### src/hw/rtl/sbtd_pkg.sv
package sbtd_pkg;

  localparam int VALUE_DIGITS = 11;
  localparam int SYM_W = 6;
  localparam int DL_W = 6;
  localparam int QUEUE_DEPTH = 4;
  localparam int QPTR_W = $clog2(QUEUE_DEPTH);
  localparam int QCNT_W = $clog2(QUEUE_DEPTH + 1);

  localparam logic [1:0] KIND_TEXT = 2'd0;
  localparam logic [1:0] KIND_INT  = 2'd1;
  localparam logic [1:0] KIND_DBL  = 2'd2;
  localparam logic [1:0] KIND_END  = 2'd3;

  localparam logic [2:0] PFX_NONE = 3'd0;
  localparam logic [2:0] PFX_UNI  = 3'd1;
  localparam logic [2:0] PFX_INT  = 3'd2;
  localparam logic [2:0] PFX_DBL  = 3'd3;
  localparam logic [2:0] PFX_END  = 3'd4;

  // one decoded request: up to four text bytes, first byte lowest, or one value
  typedef struct packed {
    logic [1:0]  kind;
    logic [2:0]  cnt;
    logic [31:0] bytes;
    logic [63:0] value;
  } job_t;

  typedef struct packed {
    logic [1:0]  len;
    logic [2:0]  pfx;
    logic [23:0] bytes;
  } esc_t;

  function automatic esc_t e1(input logic [7:0] a);
    esc_t r;
    r = '0;
    r.len = 2'd1;
    r.bytes = {16'h0, a};
    return r;
  endfunction

  function automatic esc_t e2(input logic [7:0] a, input logic [7:0] b);
    esc_t r;
    r = '0;
    r.len = 2'd2;
    r.bytes = {8'h0, b, a};
    return r;
  endfunction

  function automatic esc_t e3(input logic [7:0] a, input logic [7:0] b, input logic [7:0] c);
    esc_t r;
    r = '0;
    r.len = 2'd3;
    r.bytes = {c, b, a};
    return r;
  endfunction

  function automatic esc_t ep(input logic [2:0] p);
    esc_t r;
    r = '0;
    r.pfx = p;
    return r;
  endfunction

  function automatic esc_t esc_entry(input logic [SYM_W-1:0] s);
    esc_t r;
    unique case (s)
      6'd0:  r = e1(8'h2E);
      6'd1:  r = e1(8'h2C);
      6'd2:  r = e1(8'h2D);
      6'd3:  r = e1(8'h5F);
      6'd4:  r = e1(8'h2F);
      6'd5:  r = e1(8'h3A);
      6'd6:  r = e1(8'h3B);
      6'd7:  r = e1(8'h3F);
      6'd8:  r = e1(8'h21);
      6'd9:  r = e1(8'h40);
      6'd10: r = e1(8'h23);
      6'd11: r = e1(8'h24);
      6'd12: r = e1(8'h2B);
      6'd13: r = e1(8'h3D);
      6'd14: r = e1(8'h2A);
      6'd15: r = e1(8'h26);
      6'd16: r = e1(8'h25);
      6'd17: r = e1(8'h5E);
      6'd18: r = e1(8'h28);
      6'd19: r = e1(8'h29);
      6'd20: r = e1(8'h5B);
      6'd21: r = e1(8'h5D);
      6'd22: r = e1(8'h7B);
      6'd23: r = e1(8'h7D);
      6'd24: r = e1(8'h3C);
      6'd25: r = e1(8'h3E);
      6'd26: r = e1(8'h07);
      6'd27: r = e1(8'h08);
      6'd28: r = e1(8'hA9);
      6'd29: r = ep(PFX_DBL);
      6'd30: r = e1(8'h1B);
      6'd31: r = e1(8'h0C);
      6'd32: r = e1(8'hF7);
      6'd33: r = e1(8'hD7);
      6'd34: r = ep(PFX_INT);
      6'd35: r = e2(8'hC2, 8'hAB);
      6'd36: r = e2(8'hC2, 8'hBB);
      6'd37: r = e3(8'hE2, 8'h80, 8'hA2);
      6'd38: r = e3(8'hE2, 8'h9C, 8'h93);
      6'd39: r = e1(8'h0A);
      6'd40: r = e3(8'hE2, 8'h80, 8'hA6);
      6'd41: r = e1(8'hA0);
      6'd42: r = e1(8'hAE);
      6'd43: r = e1(8'h0D);
      6'd44: r = e1(8'h20);
      6'd45: r = e1(8'h09);
      6'd46: r = ep(PFX_UNI);
      6'd47: r = e1(8'h0B);
      6'd48: r = e3(8'hE2, 8'h80, 8'h94);
      6'd49: r = e3(8'hE2, 8'h80, 8'h89);
      6'd50: r = e3(8'hE2, 8'h80, 8'h82);
      6'd51: r = e3(8'hE2, 8'h80, 8'h83);
      6'd52: r = e1(8'h5C);
      6'd53: r = e1(8'h7C);
      6'd54: r = e1(8'h7E);
      6'd55: r = e1(8'h60);
      6'd56: r = e1(8'h22);
      6'd57: r = e1(8'h27);
      6'd58: r = e3(8'hE2, 8'h86, 8'h90);
      6'd59: r = e3(8'hE2, 8'h86, 8'h91);
      6'd60: r = e3(8'hE2, 8'h86, 8'h92);
      6'd61: r = e3(8'hE2, 8'h86, 8'h93);
      6'd62: r = e3(8'hE2, 8'h86, 8'h94);
      default: r = ep(PFX_END);
    endcase
    return r;
  endfunction

  function automatic logic [7:0] normal_byte(input logic [SYM_W-1:0] s);
    logic [7:0] w;
    logic [7:0] r;
    w = {2'b00, s};
    if (s < 6'd26) begin
      r = w + 8'd65;
    end else if (s < 6'd52) begin
      r = w + 8'd71;
    end else if (s < 6'd62) begin
      r = w - 8'd4;
    end else begin
      r = 8'hF8;
    end
    return r;
  endfunction

  function automatic job_t utf8_job(input logic [31:0] cp);
    job_t r;
    r = '0;
    r.kind = KIND_TEXT;
    if (cp <= 32'h7F) begin
      r.cnt = 3'd1;
      r.bytes = {24'h0, cp[7:0]};
    end else if (cp <= 32'h7FF) begin
      r.cnt = 3'd2;
      r.bytes = {16'h0, 2'b10, cp[5:0], 3'b110, cp[10:6]};
    end else if (cp <= 32'hFFFF) begin
      r.cnt = 3'd3;
      r.bytes = {8'h0, 2'b10, cp[5:0], 2'b10, cp[11:6], 4'b1110, cp[15:12]};
    end else if (cp <= 32'h10FFFF) begin
      r.cnt = 3'd4;
      r.bytes = {2'b10, cp[5:0], 2'b10, cp[11:6], 2'b10, cp[17:12], 5'b11110, cp[20:18]};
    end
    return r;
  endfunction

endpackage

### src/hw/rtl/sbtd_queue.sv
module sbtd_queue (
  input  logic          clk,
  input  logic          rst,
  input  logic          push,
  input  sbtd_pkg::job_t push_job,
  output logic          full,
  input  logic          pop,
  output sbtd_pkg::job_t pop_job,
  output logic          avail
);
  import sbtd_pkg::*;

  job_t              entries [QUEUE_DEPTH];
  logic [QPTR_W-1:0] wr_ptr;
  logic [QPTR_W-1:0] rd_ptr;
  logic [QCNT_W-1:0] count;

  assign full    = (count == QCNT_W'(QUEUE_DEPTH));
  assign avail   = (count != '0);
  assign pop_job = entries[rd_ptr];

  always_ff @(posedge clk) begin
    if (rst) begin
      wr_ptr <= '0;
      rd_ptr <= '0;
      count  <= '0;
    end else begin
      if (push) begin
        wr_ptr <= wr_ptr + 1'b1;
      end
      if (pop) begin
        rd_ptr <= rd_ptr + 1'b1;
      end
      if (push && !pop) begin
        count <= count + 1'b1;
      end else if (pop && !push) begin
        count <= count - 1'b1;
      end
    end
  end

  always_ff @(posedge clk) begin
    if (push) begin
      entries[wr_ptr] <= push_job;
    end
  end

endmodule

### src/hw/rtl/sbtd_front.sv
module sbtd_front (
  input  logic                         clk,
  input  logic                         rst,
  input  logic                         in_valid,
  output logic                         in_ready,
  input  logic [sbtd_pkg::SYM_W-1:0]   symbol,
  input  logic                         restart,
  output logic                         push,
  output sbtd_pkg::job_t               job,
  input  logic                         full
);
  import sbtd_pkg::*;

  localparam logic [2:0] M_NORMAL = 3'd0;
  localparam logic [2:0] M_ESCAPE = 3'd1;
  localparam logic [2:0] M_ULEN   = 3'd2;
  localparam logic [2:0] M_UDIG   = 3'd3;
  localparam logic [2:0] M_INT    = 3'd4;
  localparam logic [2:0] M_DBL    = 3'd5;
  localparam logic [2:0] M_DONE   = 3'd6;

  logic [2:0]      mode;
  logic [2:0]      mode_next;
  logic [DL_W-1:0] digits_left;
  logic [DL_W-1:0] digits_left_next;
  logic [63:0]     accumulator;
  logic [63:0]     accumulator_next;

  logic [2:0]      m;
  logic [DL_W-1:0] dl;
  logic [DL_W-1:0] dl_dec;
  logic [63:0]     acc;
  logic [31:0]     acc_u;
  logic [63:0]     acc_v;
  esc_t            esc;
  logic            accept;

  assign in_ready = !full;
  assign accept   = in_valid && in_ready;
  assign push     = accept && (job.cnt != 3'd0);

  always_comb begin
    m   = restart ? M_NORMAL : mode;
    dl  = restart ? '0 : digits_left;
    acc = restart ? '0 : accumulator;
    dl_dec = (dl != '0) ? dl - 1'b1 : dl;
    acc_u  = {acc[31-SYM_W:0], symbol};
    acc_v  = {acc[63-SYM_W:0], symbol};
    esc    = esc_entry(symbol);
    mode_next        = m;
    digits_left_next = dl;
    accumulator_next = acc;
    job = '0;
    unique case (m) inside
      M_NORMAL: begin
        if (symbol == 6'd63) begin
          mode_next = M_ESCAPE;
        end else begin
          job.kind  = KIND_TEXT;
          job.cnt   = 3'd1;
          job.bytes = {24'h0, normal_byte(symbol)};
        end
      end
      M_ESCAPE: begin
        if (esc.len != 2'd0) begin
          job.kind  = KIND_TEXT;
          job.cnt   = {1'b0, esc.len};
          job.bytes = {8'h0, esc.bytes};
          mode_next = M_NORMAL;
        end else begin
          case (esc.pfx) inside
            PFX_UNI: mode_next = M_ULEN;
            PFX_INT, PFX_DBL: begin
              mode_next        = (esc.pfx == PFX_INT) ? M_INT : M_DBL;
              digits_left_next = DL_W'(VALUE_DIGITS);
              accumulator_next = '0;
            end
            default: begin
              job.kind  = KIND_END;
              job.cnt   = 3'd1;
              mode_next = M_DONE;
            end
          endcase
        end
      end
      M_ULEN: begin
        accumulator_next = '0;
        digits_left_next = symbol;
        if (symbol == '0) begin
          job       = utf8_job(32'h0);
          mode_next = M_NORMAL;
        end else begin
          mode_next = M_UDIG;
        end
      end
      M_UDIG: begin
        accumulator_next = {32'h0, acc_u};
        digits_left_next = dl_dec;
        if (dl_dec == '0) begin
          job       = utf8_job(acc_u);
          mode_next = M_NORMAL;
        end
      end
      M_INT, M_DBL: begin
        accumulator_next = acc_v;
        digits_left_next = dl_dec;
        if (dl_dec == '0) begin
          job.kind  = (m == M_INT) ? KIND_INT : KIND_DBL;
          job.cnt   = 3'd1;
          job.value = acc_v;
          mode_next = M_NORMAL;
        end
      end
      default: begin
      end
    endcase
  end

  always_ff @(posedge clk) begin
    if (rst) begin
      mode        <= M_NORMAL;
      digits_left <= '0;
      accumulator <= '0;
    end else if (accept) begin
      mode        <= mode_next;
      digits_left <= digits_left_next;
      accumulator <= accumulator_next;
    end
  end

endmodule

### src/hw/rtl/sbtd_back.sv
module sbtd_back (
  input  logic           clk,
  input  logic           rst,
  input  logic           job_avail,
  input  sbtd_pkg::job_t job,
  output logic           pop,
  output logic           out_valid,
  input  logic           out_ready,
  output logic [1:0]     out_kind,
  output logic [7:0]     out_byte,
  output logic [63:0]    out_value,
  output logic           out_last
);
  import sbtd_pkg::*;

  job_t       cur;
  logic       cur_valid;
  logic [1:0] idx;
  logic       taken;

  assign out_valid = cur_valid;
  assign out_kind  = cur.kind;
  assign out_byte  = cur.bytes[idx*8 +: 8];
  assign out_value = cur.value;
  assign out_last  = ({1'b0, idx} == cur.cnt - 3'd1);
  assign taken     = cur_valid && out_ready;
  assign pop       = job_avail && (!cur_valid || (taken && out_last));

  always_ff @(posedge clk) begin
    if (rst) begin
      cur_valid <= 1'b0;
      idx       <= '0;
    end else if (pop) begin
      cur_valid <= 1'b1;
      idx       <= '0;
    end else if (taken) begin
      if (out_last) begin
        cur_valid <= 1'b0;
        idx       <= '0;
      end else begin
        idx <= idx + 1'b1;
      end
    end
  end

  always_ff @(posedge clk) begin
    if (pop) begin
      cur <= job;
    end
  end

endmodule

### src/hw/rtl/six_bit_text_decoder.sv
// six-bit text decoder
// input stream: one 6-bit symbol per request on s_tdata, s_tuser set clears the
// decoder to normal mode before the symbol is decoded (start of a new message)
// output stream: one result per request; m_tuser gives the kind (text byte,
// integer value, double bit pattern, end of message), m_tdata the byte and
// the 64-bit value, m_tlast marks the final result caused by one symbol
// a symbol gives zero to four results; symbols that give none leave no trace
// on the output side
// a symbol's first result is registered in the queue, then in the output stage
// throughput: one symbol per cycle while the queue is not full, one result per
// cycle while m_tready is high; a four-entry request queue sits between the
// decode front and the output stage, so multi-byte results drain one byte a
// cycle while symbols keep arriving until it fills
// reset clears the decoder state, the queue and the output stage
// a stall on m_tready holds the current result; s_tready falls only once the
// queue is full
module six_bit_text_decoder (
  input  logic        clk,
  input  logic        rst,
  input  logic        s_tvalid,
  output logic        s_tready,
  input  logic [7:0]  s_tdata,   // symbol [5:0], zero [7:6]
  input  logic        s_tuser,   // restart
  output logic        m_tvalid,
  input  logic        m_tready,
  output logic [71:0] m_tdata,   // out_byte [7:0], out_value [71:8]
  output logic [1:0]  m_tuser,   // out_kind
  output logic        m_tlast
);
  import sbtd_pkg::*;

  logic push;
  job_t push_job;
  logic full;
  logic pop;
  job_t pop_job;
  logic avail;
  logic [7:0]  out_byte;
  logic [63:0] out_value;

  sbtd_front u_front (
    .clk      (clk),
    .rst      (rst),
    .in_valid (s_tvalid),
    .in_ready (s_tready),
    .symbol   (s_tdata[SYM_W-1:0]),
    .restart  (s_tuser),
    .push     (push),
    .job      (push_job),
    .full     (full)
  );

  sbtd_queue u_queue (
    .clk      (clk),
    .rst      (rst),
    .push     (push),
    .push_job (push_job),
    .full     (full),
    .pop      (pop),
    .pop_job  (pop_job),
    .avail    (avail)
  );

  sbtd_back u_back (
    .clk       (clk),
    .rst       (rst),
    .job_avail (avail),
    .job       (pop_job),
    .pop       (pop),
    .out_valid (m_tvalid),
    .out_ready (m_tready),
    .out_kind  (m_tuser),
    .out_byte  (out_byte),
    .out_value (out_value),
    .out_last  (m_tlast)
  );

  assign m_tdata = {out_value, out_byte};

endmodule

### config.mk
export PLATFORM = sky130hd
export DESIGN_NAME = six_bit_text_decoder
export DESIGN_NICKNAME = d
export VERILOG_FILES = /design/src/hw/rtl/sbtd_pkg.sv /design/src/hw/rtl/sbtd_queue.sv /design/src/hw/rtl/sbtd_front.sv /design/src/hw/rtl/sbtd_back.sv /design/src/hw/rtl/six_bit_text_decoder.sv
export SDC_FILE = /design/constraint.sdc
export NUM_CORES = 1
export LEC_CHECK = 0
export ABC_AREA = 1
export BUFFER_PORTS_ARGS = -buffer_cell sky130_fd_sc_hd__buf_2
export CORE_ASPECT_RATIO = 1.2
export CORE_MARGIN = 8
export CORE_UTILIZATION = 35
export DETAILED_ROUTE_END_ITERATION = 7
export SYNTH_ARGS = -nofsm -noshare
export SYNTH_HDL_FRONTEND = slang
export SYNTH_SLANG_ARGS = --single-unit
### constraint.sdc
create_clock -name clk -period 16.7 [get_ports clk]
set_input_delay 0.835 -clock clk [delete_from_list [all_inputs] [get_ports clk]]
set_output_delay 0.835 -clock clk [all_outputs]
set_load 0.03 [all_outputs]
==> run metrics <==
sequential-to-total area share from yosys stat 65.7%; Synth Flop Type edfxtp_1; Post-synth EDFFs 490; DR iter-0 viols between 1000 and 1500; post-DR vias/cell 5.33; IO Port Bufs 87; Hold Slack 394 ps; syn avg cell area 10.7 um^2; period utilisation layout 28.9%; CTS root buf clkbuf_16; share of layout cells above drive strength 1 10.5%; CP endpoint kind flop; Layout Nets 2306; critical path type input pin to flop; RSZ-0062 raised after global routing false; Die X 259 um; DP Worst Slack 11290 ps; CTS Buf Count 52; slew at the pin closest to its max-slew limit 1110 ps; status completed; Max Slew Vio Count 0; Fill cells 6745; Core Rows 106; cells along the critical path buf_2 -> clkinv_1 -> ha_1 -> ha_1 -> a21oi_1 -> a21oi_1 -> nand2_1 -> nand4_1 -> nand2_1 -> inv_1 -> nand2_2 -> nor2_2 -> nor2_4 -> inv_2 -> nor2_4 -> buf_4; Crit path largest cell delay 710 ps; GR Layer Usage met2 26.9%; largest net degree at the start of global routing 77; RD Place Congestion 0.913; die area 79500 um^2; fin crit period 4830 ps; skew final 28.3 ps; fmax 207 MHz; Resize count post-CTS 0; # hold bufs at CTS 0; synth-to-layout area growth 9.89%; I/O Pins 90; TritonCTS clock tree done; antenna-violating nets left 0; Warnings, synthesis 0; DIE HEIGHT 307 um; post-synthesis register bit count 567; first-pass GRT wire length 98900 um; Core Region 69800 um^2; vias in the first global route ~17000; Gate Count Post-Synth 2301; GRT busiest layer met2; GR Layer Usage met3 2.28%; Unique masters post-synth 47; Total GRT Usage between 10% and 20%; crit path DAT 5050 ps; clock buffer depth 3; max_cap viols 0; average wire per standard cell approximately 20 um; Crit-path slowest cell buf_4; peak supply drop between 100 and 150 uV; Max-Slew Margin vs Limit 26.1%; leakage power 9.70 nW; Worst Path Max Fanout 53; Post-CTS Setup Bufs 0; Initial Util about 35%; setup ws final 11870 ps; met1 Use GR 19.9%; total congestion overflow 0; initial antenna violation count 3; Hold Violations, Final 0; post-synth net total 2340; Post-Route Utilization 39.0%; Post-synth ARST share 0%; Synth Cell Area 24700 um^2; Hold WC Path Type input pin to flop; DRC 0; worst skew pair latency 610 ps; H-tree lvl count 2; Post-Route WL 64600 um; Worst Setup Start Kind input pin; Power Dens Cells 162 nW/um^2; clock sinks approximately 570; Pre-antenna DRT Iters 6; # setup viols final 0; CTS clk-pin slew, worst paths 60 ps; dpl hpwl 39300 um; critical path required time 16920 ps; vias post-DR 17211; setup TNS 0 ps
==> power by group <==
| group | internal, mW | total [mW] | leakage, nW | switching, mW |
|---|---|---|---|---|
| combinational | 0.310 | 1.26 | 3.54 | 0.951 |
| sequential | 1.89 | 1.99 | 5.34 | 0.107 |
| clock | 0.639 | 1.15 | 0.810 | 0.513 |
==> metrics by stage <==
step / instances / area, um^2 / power (mW)
after floorplan: 2301 / 24700 / 3.00
after global placement: 3131 / 25500 / 3.28
after detailed placement: 3131 / 25500 / 3.31
after CTS: 3226 / 27200 / 4.46
after global routing: 3226 / 27200 / 4.64
final: 3227 / 27200 / 4.41
==> state kept, by name, summed over array words and instances, names as in the netlist <==
register             flops
u_back.cur              32
u_back.idx               2
u_back.out_kind          2
u_back.out_valid         1
u_back.out_value        64
u_front.accumulator     58
u_front.digits_left      6
u_front.mode             3
u_queue.count            3
u_queue.entries        392
u_queue.rd_ptr           2
u_queue.wr_ptr           2
==> final timing paths <==
kind / endpoint / slack [ps] / cells after the start / from
min: u_back.out_valid$_SDFFE_PP0P_ / 390 / 2 / rst
min reg2reg: u_queue.count[2]$_SDFFE_PP0P_ / 500 / 2 / u_queue.count[2]$_SDFFE_PP0P_
max: u_queue.entries[1][48]$_DFFE_PP_ / 11870 / 16 / s_tdata[0]
max reg2reg: u_queue.entries[2][52]$_DFFE_PP_ / 12720 / 13 / u_front.mode[1]$_SDFFE_PP0P_
==> placed cells by master (no fill, tap or decap), types with 5 or more instances in the layout <==
cell       instances
nand2_1          148
buf_4             27
o211ai_1          10
xor2_1             5
clkbuf_8           5
dfxtp_1           75
nor2_1           357
ha_1              25
a31oi_1           10
clkinv_2           7
a22oi_1           10
inv_2             14
clkbuf_1           8
a21oi_1          154
nor2_4             8
nand4_1            8
buf_2             87
o21ai_1           13
o2111ai_1          5
nand2_2           10
nor2_2             7
clkbuf_16         53
inv_1            161
nand3_1           82
clkinv_1          15
o21ai_0          329
o22ai_1          119
nor3_1            14
edfxtp_1         490
==> logic make-up (layout without fill, tap and decap cells) <==
logic type / after synthesis / count (layout) / share of synthesized area [%]
XOR/XNOR: 7 / 7 / 0.248
AO/OA/AOI/OAI: 674 / 674 / 14.9
AND/OR/NAND/NOR: 644 / 644 / 10.8
adder cells (fa/ha/maj): 26 / 26 / 1.35
flip-flops: 567 / 567 / 65.7
other: 0 / 1 / 0
buffers and inverters: 383 / 390 / 7.01
==> per-layer routing <==
layer / wire length, um / vias to the layer above
met5: 18 / -
met4: 2350 / 4
met3: 3460 / 111
met2: 32000 / 557
met1: 26800 / 8500
li1: - / 8039
==> cell usage after synthesis (14+ instances only) <==
| cell type | n | area [um^2] |
|---|---|---|
| ha_1 | 25 | 313 |
| clkbuf_1 | 106 | 398 |
| inv_1 | 161 | 604 |
| nor3_1 | 14 | 70.1 |
| nor2_1 | 363 | 1360 |
| edfxtp_1 | 490 | 14700 |
| nand2_1 | 150 | 563 |
| dfxtp_1 | 77 | 1540 |
| buf_4 | 68 | 510 |
| a21oi_1 | 154 | 771 |
| buf_2 | 20 | 100 |
| o21ai_0 | 329 | 1650 |
| nand3_1 | 82 | 410 |
| o22ai_1 | 119 | 744 |
==> worst max-delay path: cells and delay by family <==
kind / cells / cell delay, ps
adders and majority gates: 2 / 950
AOI/OAI and AO/OA: 2 / 390
and+or+nand+nor: 7 / 960
buffers and inverters: 5 / 1840
==> final cells by class <==
class | count | area (um^2) | area share [%]
Timing Repair Buffer | 114 | 638 | 2.35
Sequential cell | 567 | 16300 | 59.8
Tap cell | 918 | 1150 | 4.23
Multi-Input combinational cell | 1351 | 6790 | 25.0
Clock inverter | 27 | 218 | 0.801
Inverter | 181 | 682 | 2.51
Clock buffer | 68 | 1440 | 5.28
Antenna cell | 1 | 2.50 | 0.00921
(Power assumes the default switching activity.)
